$ cat src/design/grrd_pkg.sv
package grrd_pkg;

    localparam int BYTE_BITS   = 8;
    localparam int HDR_BITS    = 5;
    localparam int MAX_RESULTS = 30;

    // error codes carried with each result
    localparam logic [1:0] ERR_NONE       = 2'd0;
    localparam logic [1:0] ERR_ZERO_COUNT = 2'd1;
    localparam logic [1:0] ERR_EARLY_END  = 2'd2;

    typedef enum logic [2:0] {
        S_IDLE,
        S_EMPTY,
        S_BITS,
        S_EMIT,
        S_EOD,
        S_CLOSE
    } t_state;

    // result side-band, row bits travel separately
    typedef struct packed {
        logic [1:0] error_kind;
        logic       glyph_done;
        logic       row_valid;
        logic [6:0] row_number;
    } t_info;

    // decode core to output stage
    typedef struct packed {
        logic  push;
        logic  close;
        logic  set_err;
        t_info info;
    } t_cmd;

    // decode core to row assembler
    typedef struct packed {
        logic       clr;
        logic       wr;
        logic       din;
        logic [6:0] pos;
    } t_row_ctl;

endpackage

$ cat src/design/grrd_row_asm.sv
module grrd_row_asm #(
    parameter int MAX_WIDTH = 64
) (
    input  logic                    i_clk,
    input  grrd_pkg::t_row_ctl      i_ctl,
    output logic [MAX_WIDTH-1:0]    o_row
);
    import grrd_pkg::*;

    logic [MAX_WIDTH-1:0] r_row;

    // each pixel flop loads the serial bit when the position counter points at it
    for (genvar x = 0; x < MAX_WIDTH; x++) begin : g_pix
        always_ff @(posedge i_clk) begin
            if (i_ctl.clr) begin
                r_row[x] <= 1'b0;
            end else if (i_ctl.wr && (i_ctl.pos == 7'(x))) begin
                r_row[x] <= i_ctl.din;
            end
        end
    end

    assign o_row = r_row;

endmodule

$ cat src/design/grrd_core.sv
module grrd_core #(
    parameter int MAX_WIDTH = 64
) (
    input  logic                i_clk,
    input  logic                i_rst_n,
    input  logic                i_valid,
    output logic                o_ready,
    input  logic [7:0]          i_byte,
    input  logic                i_start,
    input  logic [6:0]          i_width,
    input  logic [6:0]          i_height,
    input  logic                i_eod,
    output grrd_pkg::t_cmd      o_cmd,
    input  logic                i_cmd_ready,
    output grrd_pkg::t_row_ctl  o_row
);
    import grrd_pkg::*;

    localparam logic [6:0] WIDTH_CAP = 7'(MAX_WIDTH);

    t_state      r_state, n_state;
    logic [7:0]  r_byte, n_byte;
    logic [3:0]  r_bitcnt, n_bitcnt;
    logic        r_eod, n_eod;
    logic [6:0]  r_width, n_width;
    logic [6:0]  r_height, n_height;
    logic [6:0]  r_rows_done, n_rows_done;
    logic [3:0]  r_hs, n_hs;
    logic [2:0]  r_hseen, n_hseen;
    logic        r_in_row, n_in_row;
    logic        r_distinct, n_distinct;
    logic [3:0]  r_rem, n_rem;
    logic [6:0]  r_pos, n_pos;
    logic        r_active, n_active;
    logic [4:0]  r_cnt, n_cnt;
    logic        r_set_err, n_set_err;

    logic [4:0]  w_hdr;
    logic [6:0]  w_pos_inc;
    logic        w_last_row;

    assign w_hdr      = {r_byte[0], r_hs};
    assign w_pos_inc  = r_pos + 7'd1;
    assign w_last_row = (r_rows_done + 7'd1) >= r_height;

    always_comb begin
        n_state     = r_state;
        n_byte      = r_byte;
        n_bitcnt    = r_bitcnt;
        n_eod       = r_eod;
        n_width     = r_width;
        n_height    = r_height;
        n_rows_done = r_rows_done;
        n_hs        = r_hs;
        n_hseen     = r_hseen;
        n_in_row    = r_in_row;
        n_distinct  = r_distinct;
        n_rem       = r_rem;
        n_pos       = r_pos;
        n_active    = r_active;
        n_cnt       = r_cnt;
        n_set_err   = r_set_err;
        o_ready     = 1'b0;
        o_cmd       = '0;
        o_row       = '0;
        o_row.pos   = r_pos;
        o_row.din   = r_byte[0];

        case (r_state)
            S_IDLE: begin
                o_ready = 1'b1;
                if (i_valid) begin
                    n_byte    = i_byte;
                    n_eod     = i_eod;
                    n_bitcnt  = '0;
                    n_cnt     = '0;
                    n_set_err = 1'b0;
                    n_state   = S_BITS;
                    if (i_start) begin
                        n_width     = (i_width > WIDTH_CAP) ? WIDTH_CAP : i_width;
                        n_height    = i_height;
                        n_rows_done = '0;
                        n_hseen     = '0;
                        n_in_row    = 1'b0;
                        n_distinct  = 1'b0;
                        n_rem       = '0;
                        n_pos       = '0;
                        o_row.clr   = 1'b1;
                        if (i_width == 7'd0 || i_height == 7'd0) begin
                            n_active = 1'b0;
                            n_state  = S_EMPTY;
                        end else begin
                            n_active = 1'b1;
                        end
                    end
                end
            end

            S_EMPTY: begin
                o_cmd.push            = 1'b1;
                o_cmd.info.glyph_done = 1'b1;
                if (i_cmd_ready) begin
                    n_cnt   = r_cnt + 5'd1;
                    n_state = S_BITS;
                end
            end

            S_BITS: begin
                if (!r_active || r_bitcnt == 4'(BYTE_BITS)) begin
                    n_state = S_EOD;
                end else if (!r_in_row) begin
                    if (r_hseen == 3'(HDR_BITS - 1)) begin
                        if (w_hdr[4:1] == 4'd0) begin
                            // zero group count ends the glyph
                            o_cmd.push            = 1'b1;
                            o_cmd.info.error_kind = ERR_ZERO_COUNT;
                            if (i_cmd_ready) begin
                                n_cnt    = r_cnt + 5'd1;
                                n_active = 1'b0;
                                n_hseen  = '0;
                                n_byte   = r_byte >> 1;
                                n_bitcnt = r_bitcnt + 4'd1;
                            end
                        end else begin
                            n_distinct = w_hdr[0];
                            n_rem      = w_hdr[4:1];
                            n_in_row   = 1'b1;
                            n_pos      = '0;
                            n_hseen    = '0;
                            n_byte     = r_byte >> 1;
                            n_bitcnt   = r_bitcnt + 4'd1;
                        end
                    end else begin
                        n_hs     = {r_byte[0], r_hs[3:1]};
                        n_hseen  = r_hseen + 3'd1;
                        n_byte   = r_byte >> 1;
                        n_bitcnt = r_bitcnt + 4'd1;
                    end
                end else begin
                    o_row.wr = 1'b1;
                    n_byte   = r_byte >> 1;
                    n_bitcnt = r_bitcnt + 4'd1;
                    if (w_pos_inc >= r_width) begin
                        n_pos   = '0;
                        n_state = S_EMIT;
                    end else begin
                        n_pos = w_pos_inc;
                    end
                end
            end

            S_EMIT: begin
                if (r_distinct) begin
                    o_cmd.push            = 1'b1;
                    o_cmd.info.row_valid  = 1'b1;
                    o_cmd.info.row_number = r_rows_done;
                    o_cmd.info.glyph_done = w_last_row;
                    if (i_cmd_ready) begin
                        n_cnt       = r_cnt + 5'd1;
                        n_rows_done = r_rows_done + 7'd1;
                        n_rem       = r_rem - 4'd1;
                        o_row.clr   = 1'b1;
                        n_state     = S_BITS;
                        if (w_last_row) begin
                            n_active = 1'b0;
                        end
                        if (r_rem == 4'd1) begin
                            n_in_row = 1'b0;
                        end
                    end
                end else if (r_rem != 4'd0 && r_active) begin
                    // repeat group: same row, one beat per cycle while the output stage takes it
                    o_cmd.push            = 1'b1;
                    o_cmd.info.row_valid  = 1'b1;
                    o_cmd.info.row_number = r_rows_done;
                    o_cmd.info.glyph_done = w_last_row;
                    if (i_cmd_ready) begin
                        n_cnt       = r_cnt + 5'd1;
                        n_rows_done = r_rows_done + 7'd1;
                        n_rem       = r_rem - 4'd1;
                        if (w_last_row) begin
                            n_active = 1'b0;
                        end
                    end
                end else begin
                    n_rem     = '0;
                    o_row.clr = 1'b1;
                    n_in_row  = 1'b0;
                    n_state   = S_BITS;
                end
            end

            S_EOD: begin
                n_state = S_CLOSE;
                if (r_active && r_eod) begin
                    if (r_cnt == 5'(MAX_RESULTS)) begin
                        // no room for another beat, flag the last one instead
                        n_active  = 1'b0;
                        n_set_err = 1'b1;
                    end else begin
                        o_cmd.push            = 1'b1;
                        o_cmd.info.error_kind = ERR_EARLY_END;
                        if (i_cmd_ready) begin
                            n_active = 1'b0;
                            n_cnt    = r_cnt + 5'd1;
                        end else begin
                            n_state = S_EOD;
                        end
                    end
                end
            end

            S_CLOSE: begin
                o_cmd.close   = 1'b1;
                o_cmd.set_err = r_set_err;
                if (i_cmd_ready) begin
                    n_state = S_IDLE;
                end
            end

            default: begin
                n_state = S_IDLE;
            end
        endcase
    end

    always_ff @(posedge i_clk) begin
        if (!i_rst_n) begin
            r_state  <= S_IDLE;
            r_active <= 1'b0;
            r_in_row <= 1'b0;
            r_hseen  <= '0;
            r_bitcnt <= '0;
            r_cnt    <= '0;
        end else begin
            r_state  <= n_state;
            r_active <= n_active;
            r_in_row <= n_in_row;
            r_hseen  <= n_hseen;
            r_bitcnt <= n_bitcnt;
            r_cnt    <= n_cnt;
        end
    end

    always_ff @(posedge i_clk) begin
        r_byte      <= n_byte;
        r_eod       <= n_eod;
        r_width     <= n_width;
        r_height    <= n_height;
        r_rows_done <= n_rows_done;
        r_hs        <= n_hs;
        r_distinct  <= n_distinct;
        r_rem       <= n_rem;
        r_pos       <= n_pos;
        r_set_err   <= n_set_err;
    end

endmodule

$ cat src/design/grrd_out_stage.sv
module grrd_out_stage #(
    parameter int MAX_WIDTH = 64
) (
    input  logic                  i_clk,
    input  logic                  i_rst_n,
    input  grrd_pkg::t_cmd        i_cmd,
    output logic                  o_cmd_ready,
    input  logic [MAX_WIDTH-1:0]  i_row_bits,
    output logic                  o_valid,
    input  logic                  i_ready,
    output logic [MAX_WIDTH-1:0]  o_bits,
    output grrd_pkg::t_info       o_info,
    output logic                  o_last
);
    import grrd_pkg::*;

    // one result is held back until we know whether another follows it
    logic                 r_p_valid;
    logic [MAX_WIDTH-1:0] r_p_bits;
    t_info                r_p_info;
    logic                 r_o_valid;
    logic [MAX_WIDTH-1:0] r_o_bits;
    t_info                r_o_info;
    logic                 r_o_last;

    logic  w_out_free;
    logic  w_take;
    logic  w_move;
    t_info w_move_info;

    assign w_out_free  = !r_o_valid || i_ready;
    assign o_cmd_ready = !r_p_valid || w_out_free;
    assign w_take      = i_cmd.push && o_cmd_ready;
    assign w_move      = r_p_valid && w_out_free && (i_cmd.push || i_cmd.close);

    // early end of data is folded into the final beat when no room is left
    always_comb begin
        w_move_info = r_p_info;
        if (i_cmd.close && i_cmd.set_err) begin
            w_move_info.error_kind = ERR_EARLY_END;
        end
    end

    always_ff @(posedge i_clk) begin
        if (!i_rst_n) begin
            r_p_valid <= 1'b0;
            r_o_valid <= 1'b0;
        end else begin
            if (w_take) begin
                r_p_valid <= 1'b1;
            end else if (i_cmd.close && o_cmd_ready) begin
                r_p_valid <= 1'b0;
            end
            if (w_move) begin
                r_o_valid <= 1'b1;
            end else if (i_ready) begin
                r_o_valid <= 1'b0;
            end
        end
    end

    always_ff @(posedge i_clk) begin
        if (w_move) begin
            r_o_bits <= r_p_bits;
            r_o_info <= w_move_info;
            r_o_last <= i_cmd.close;
        end
        if (w_take) begin
            r_p_bits <= i_cmd.info.row_valid ? i_row_bits : '0;
            r_p_info <= i_cmd.info;
        end
    end

    assign o_valid = r_o_valid;
    assign o_bits  = r_o_bits;
    assign o_info  = r_o_info;
    assign o_last  = r_o_last;

endmodule

$ cat src/design/glyph_row_run_decoder.sv
// glyph row-run decoder: expands a glyph's compressed bitmap into pixel rows.
// input stream: one beat per byte, s_axis_tuser is glyph_start (loads width
//   and height from tdata, clears decode state), s_axis_tlast is end_of_data.
// output stream: one beat per decoded row, plus beats for an empty glyph
//   (glyph_done set) and for errors (zero group count, data ended early);
//   m_axis_tlast marks the final beat caused by an input byte.
// bits are taken lsb first, one per cycle while no beat is emitted, through
//   a byte shift register, a 4-bit header shift register and a pixel-serial
//   row assembler. a byte of an open glyph passes through load, eight bit
//   steps, byte wrap-up, end-of-data check and close, plus its row beats
//   and the exit from each repeat group; once the glyph is idle the
//   leftover bit steps are skipped.
// hand-off: a beat moves to the output register when the next beat of its
//   byte is made or at the byte's close step; the final beat shows the
//   cycle after the close step
// reset: synchronous, active low; the decoder idles until a glyph_start beat.
// stall: one result is held pending and one sits in the output register;
//   when both are full the decoder waits in place, no beat is lost.
module glyph_row_run_decoder #(
    parameter int MAX_WIDTH = 64
) (
    input  logic                                   i_clk,
    input  logic                                   i_rst_n,
    input  logic                                   s_axis_tvalid,
    output logic                                   s_axis_tready,
    // data_byte[7:0], glyph_width[14:8], glyph_height[21:15], zero pad
    input  logic [23:0]                            s_axis_tdata,
    // glyph_start
    input  logic                                   s_axis_tuser,
    input  logic                                   s_axis_tlast,
    output logic                                   m_axis_tvalid,
    input  logic                                   m_axis_tready,
    // row_bits[MAX_WIDTH-1:0], row_number[MAX_WIDTH+6:MAX_WIDTH], zero pad
    output logic [((MAX_WIDTH + 7 + 7) / 8) * 8 - 1:0] m_axis_tdata,
    // row_valid[0], glyph_done[1], error_kind[3:2]
    output logic [3:0]                             m_axis_tuser,
    output logic                                   m_axis_tlast
);
    import grrd_pkg::*;

    t_cmd                 w_cmd;
    logic                 w_cmd_ready;
    t_row_ctl             w_row_ctl;
    logic [MAX_WIDTH-1:0] w_row;
    logic [MAX_WIDTH-1:0] w_out_bits;
    t_info                w_out_info;

    // bit-serial header and row decode, result sequencing
    grrd_core #(
        .MAX_WIDTH (MAX_WIDTH)
    ) u_core (
        .i_clk       (i_clk),
        .i_rst_n     (i_rst_n),
        .i_valid     (s_axis_tvalid),
        .o_ready     (s_axis_tready),
        .i_byte      (s_axis_tdata[7:0]),
        .i_start     (s_axis_tuser),
        .i_width     (s_axis_tdata[14:8]),
        .i_height    (s_axis_tdata[21:15]),
        .i_eod       (s_axis_tlast),
        .o_cmd       (w_cmd),
        .i_cmd_ready (w_cmd_ready),
        .o_row       (w_row_ctl)
    );

    // pixel row built one bit per cycle during the decoder's row bit steps
    grrd_row_asm #(
        .MAX_WIDTH (MAX_WIDTH)
    ) u_row (
        .i_clk (i_clk),
        .i_ctl (w_row_ctl),
        .o_row (w_row)
    );

    // pending result plus output register
    grrd_out_stage #(
        .MAX_WIDTH (MAX_WIDTH)
    ) u_out (
        .i_clk       (i_clk),
        .i_rst_n     (i_rst_n),
        .i_cmd       (w_cmd),
        .o_cmd_ready (w_cmd_ready),
        .i_row_bits  (w_row),
        .o_valid     (m_axis_tvalid),
        .i_ready     (m_axis_tready),
        .o_bits      (w_out_bits),
        .o_info      (w_out_info),
        .o_last      (m_axis_tlast)
    );

    always_comb begin
        m_axis_tdata                       = '0;
        m_axis_tdata[MAX_WIDTH-1:0]        = w_out_bits;
        m_axis_tdata[MAX_WIDTH +: 7]       = w_out_info.row_number;
    end

    assign m_axis_tuser = {w_out_info.error_kind, w_out_info.glyph_done, w_out_info.row_valid};

endmodule

$ cat config.mk
export PLATFORM = sky130hd
export DESIGN_NAME = glyph_row_run_decoder
export DESIGN_NICKNAME = d
export VERILOG_FILES = /design/src/design/grrd_pkg.sv /design/src/design/grrd_row_asm.sv /design/src/design/grrd_core.sv /design/src/design/grrd_out_stage.sv /design/src/design/glyph_row_run_decoder.sv
export SDC_FILE = /design/constraint.sdc
export NUM_CORES = 1
export LEC_CHECK = 0
export BUFFER_PORTS_ARGS = -buffer_cell sky130_fd_sc_hd__buf_2
export CAP_MARGIN = 20
export CORE_UTILIZATION = 39
export DETAILED_ROUTE_END_ITERATION = 6
export PLACE_DENSITY_LB_ADDON = 0.12
export SYNTH_ARGS = -nofsm -noshare
export SYNTH_HDL_FRONTEND = slang
export SYNTH_SLANG_ARGS = --single-unit
$ cat constraint.sdc
create_clock -name i_clk -period 5.7 [get_ports i_clk]
set_clock_uncertainty 0.15 [all_clocks]
set_input_delay 0 -clock i_clk [delete_from_list [all_inputs] [get_ports i_clk]]
set_output_delay 0 -clock i_clk [all_outputs]
set_load 0.05 [all_outputs]
==> flow_metrics.py <==
metrics = {
    "clocking": {
        "clk_pin_slew_ps": 60,
        "insertion_delay_ps": 550,
        "root_buffer": "clkbuf_16",
        "cts_sinks": 281,
        "cts_max_level": 1,
        "clock_path_buffers": 3,
        "post_cts_buffers": 0,
        "ctsResizeCount": 0,
        "cts_tree": "built",
        "cts_buffers": 30,
    },
    "logic_synthesis": {
        "synth_edf_count": 198,
        "seq_area_frac_synth_pct": 65.8,
        "yosysWarnings": 0,
        "synthCells": 968,
        "async_reset_ff_share_pct": 0,
        "synthDistinctLibCells": 62,
        "synth_area_mm2": 0.0116,
        "ys_ff_latch": 281,
        "syn-num-nets": 1026,
        "ys.flop_type": "edfxtp_1",
        "avgSynthCellArea_um2": 11.9,
    },
    "worst_hold_path": {
        "hp-class": "input pin to register",
    },
    "timing": {
        "layout_min_cycle_time_ps": 3690,
        "relSlewSlack_pct": 32.7,
        "fin_hold_ws_ps": 29.4,
        "finalCritPeriodShare_pct": 64.7,
        "final_max_slew_viol_count": 0,
        "fin_setup_tns_ps": 0,
        "finalSetupViolations": 0,
        "rsz0062_at_grt": "false",
        "finalHoldViolCount": 0,
        "max_freq_mhz": 271,
        "worst_pin_slew_ps": 1000,
    },
    "die": {
        "floorplan.initialDensity_pct": 39.9,
        "die_w_um": 174,
        "die_y_um": 174,
        "row_count": 62,
        "ioPinCount": 109,
        "core_mm2": 0.0289,
        "dieArea_mm2": 0.0303,
    },
    "place": {
        "placed_area_mm2": 0.0124,
        "portBuffers": 105,
        "place_congestion": 0.800,
        "dp_hpwl_mm": 15.3,
    },
    "global_route": {
        "grt_max_degree": 74,
        "grt_usage_pct": 15.9,
        "grt_pass1_vias": 6999,
        "antenna_found_initial": 0,
        "gr-total-overflow": 0,
        "grt_pass1_wl_mm": 38.4,
    },
    "routing": {
        "wl_mm": 24.2,
        "routedWlPerCell_um": 16.2,
        "top_layer_used": "met4",
        "wl_met3_mm": 1.06,
        "met1_length_mm": 11.7,
        "dr.pass1.iters": 5,
        "wl_met2_mm": 11.0,
        "routed_via_density": 4.92,
        "vias": 7358,
        "ant_nets": 0,
        "drtIter0Drc": 574,
        "drc": 0,
    },
    "pwr": {
        "irDropWorstVdd_uv": 250,
        "p_int_mw": 4.20,
        "p_sw_share_pct": 29.2,
        "combPwrFrac_pct": 18.8,
        "leakage_nw": 5.02,
        "power_mw": 5.94,
        "clkPwrFrac_pct": 34.9,
        "seq_power_share_pct": 46.3,
        "switchingPower_mw": 1.73,
        "power.density_mw_per_mm2": 430,
    },
    "final_layout": {
        "diodes": 0,
        "stdcell_area_mm2": 0.0138,
        "syn_to_final_growth_pct": 19.4,
        "final_util_pct": 47.7,
        "drive_above_1_share_pct": 15.6,
        "nets": 1146,
    },
    "critical_path": {
        "cp_max_fo": 51,
        "worst_setup_path_end_kind": "register",
        "slowest_stage": "nor2_4",
        "crit_buf_inv": 2,
        "cp-start-kind": "register",
        "worstSetupPathType": "register to register",
        "cp_top_family": "simple AND/OR/NAND/NOR gates",
        "crit_chain": "nand3b_1 -> or2_2 -> inv_1 -> or3_1 -> o21ai_1 -> nor2_4 -> buf_12",
        "cp.required_ps": 5770,
        "cpPeakStageDelay_ps": 730,
        "critPathArrivalTime_ps": 3750,
    },
    "flow_run": {
        "cap_viol_max_count": 0,
    },
    "status": {
        "outcome": "finished clean",
    },
}
## synthesized netlist by cell type, types with 2 or more instances
cell	number	area, um2
o21ai_0	60	300
buf_2	7	35.0
and2_1	75	469
clkbuf_1	46	173
inv_1	31	116
xnor2_1	10	87.6
nor3b_1	2	15.0
edfxtp_1	198	5950
nand3b_1	4	30.0
o211ai_1	2	15.0
a211oi_1	7	52.6
nor4_1	4	25.0
o21ai_1	5	25.0
ha_1	28	350
nand2b_1	5	31.3
or3_1	3	18.8
a21oi_1	65	325
and3b_1	2	17.5
o21a_1	3	22.5
a21o_1	2	15.0
nor2_1	85	319
and3_1	5	31.3
dfxtp_1	83	1660
or4_1	3	22.5
nor3_1	4	20.0
nor2b_1	22	138
mux2i_1	21	210
or3b_1	3	26.3
nand4_1	38	238
nand2_1	82	308
a31oi_1	4	25.0
xor2_1	14	123
a21boi_0	2	15.0
buf_6	2	22.5
nand3_1	14	70.1
## sequential cells by signal, indices dropped and copies added (netlist names), 3 cells and up
| name | cells |
|---|---|
| u_out.o_info | 11 |
| u_core.r_pos | 7 |
| u_core.r_rows_done | 7 |
| u_core.r_width | 7 |
| u_out.r_p_bits | 64 |
| u_core.r_state | 3 |
| u_row.o_row | 64 |
| u_out.r_p_info | 11 |
| u_out.o_bits | 64 |
| u_core.r_cnt | 5 |
| u_core.r_hseen | 3 |
| u_core.r_hs | 4 |
| u_core.r_byte | 8 |
| u_core.r_rem | 4 |
| u_core.r_height | 7 |
| u_core.r_bitcnt | 4 |
## cell families (layout without fill, tap and decap cells)
family | after synthesis | count (layout) | synth area share, %
buf+inv | 88 | 231 | 3.10
mux | 22 | 22 | 1.92
other cells | 1 | 1 | 0.0325
xor+xnor | 24 | 24 | 1.82
simple gates | 360 | 360 | 16.3
flops | 281 | 281 | 65.8
fa+ha+maj | 28 | 28 | 3.03
compound gates | 164 | 164 | 7.98
## routing by layer
layer / global-route usage, % / up-vias
met3: 2.34 / 29
li1: - / 3688
met2: 25.0 / 161
met1: 23.0 / 3480
met5: 0 / -
met4: 3.84 / 0
## worst paths after layout
kind                      startpoint                 end  slack (ps)  cells after the start
setup / recovery   u_core.r_state[0]    u_out.o_bits[30]        2010                      7
hold / removal      s_axis_tdata[19]  u_core.r_height[4]          30                      2
hold reg to reg   u_out.r_p_bits[62]    u_out.o_bits[62]         270                      0
setup reg to reg   u_core.r_state[0]    u_out.o_bits[30]        2010                      7
## repair_timing
item,CTS,global route
endpoints found under the setup margin,0,0
endpoints found under the hold margin,44,0
hold buffers,30,0
## cell type report
type | count | area, um2
inverter | 31 | 116
clock inverter | 20 | 275
sequential | 281 | 7610
clock buffer | 35 | 791
timing repair buffer | 145 | 913
fill | 2665 | 15100
multi-input combinational | 599 | 3610
tap | 384 | 480
## through the flow
step	cells	setup WS [ps]
6_report	1495	2010
5_1_grt	1495	1760
4_1_cts	1494	1990
3_5_place_dp	1409	2010
3_3_place_gp	1409	2060
2_1_floorplan	968	394
## power groups by stage
stage	Sequential, mW	Clock [mW]	Combinational, mW
after floorplan	2.82	0	0.739
after global placement	2.79	0	1.09
after detailed placement	2.79	0	1.10
after CTS	2.75	2.13	1.12
after global routing	2.78	2.21	1.24
final	2.75	2.07	1.12
## cell usage in the layout (no fill, tap or decap), types with 7 or more instances in the layout
cell type / count
ha_1: 28
clkinv_2: 7
dlygate4sd3_1: 30
and2_1: 75
a21oi_1: 65
bufinv_16: 7
nor2b_1: 22
nand3_1: 14
nand2_1: 82
a211oi_1: 7
dfxtp_1: 83
buf_4: 9
nor2_1: 83
clkbuf_16: 31
inv_1: 31
xor2_1: 14
xnor2_1: 10
nand4_1: 38
mux2i_1: 21
edfxtp_1: 198
o21ai_0: 60
buf_2: 105
Power figures use the tool's default switching activity.
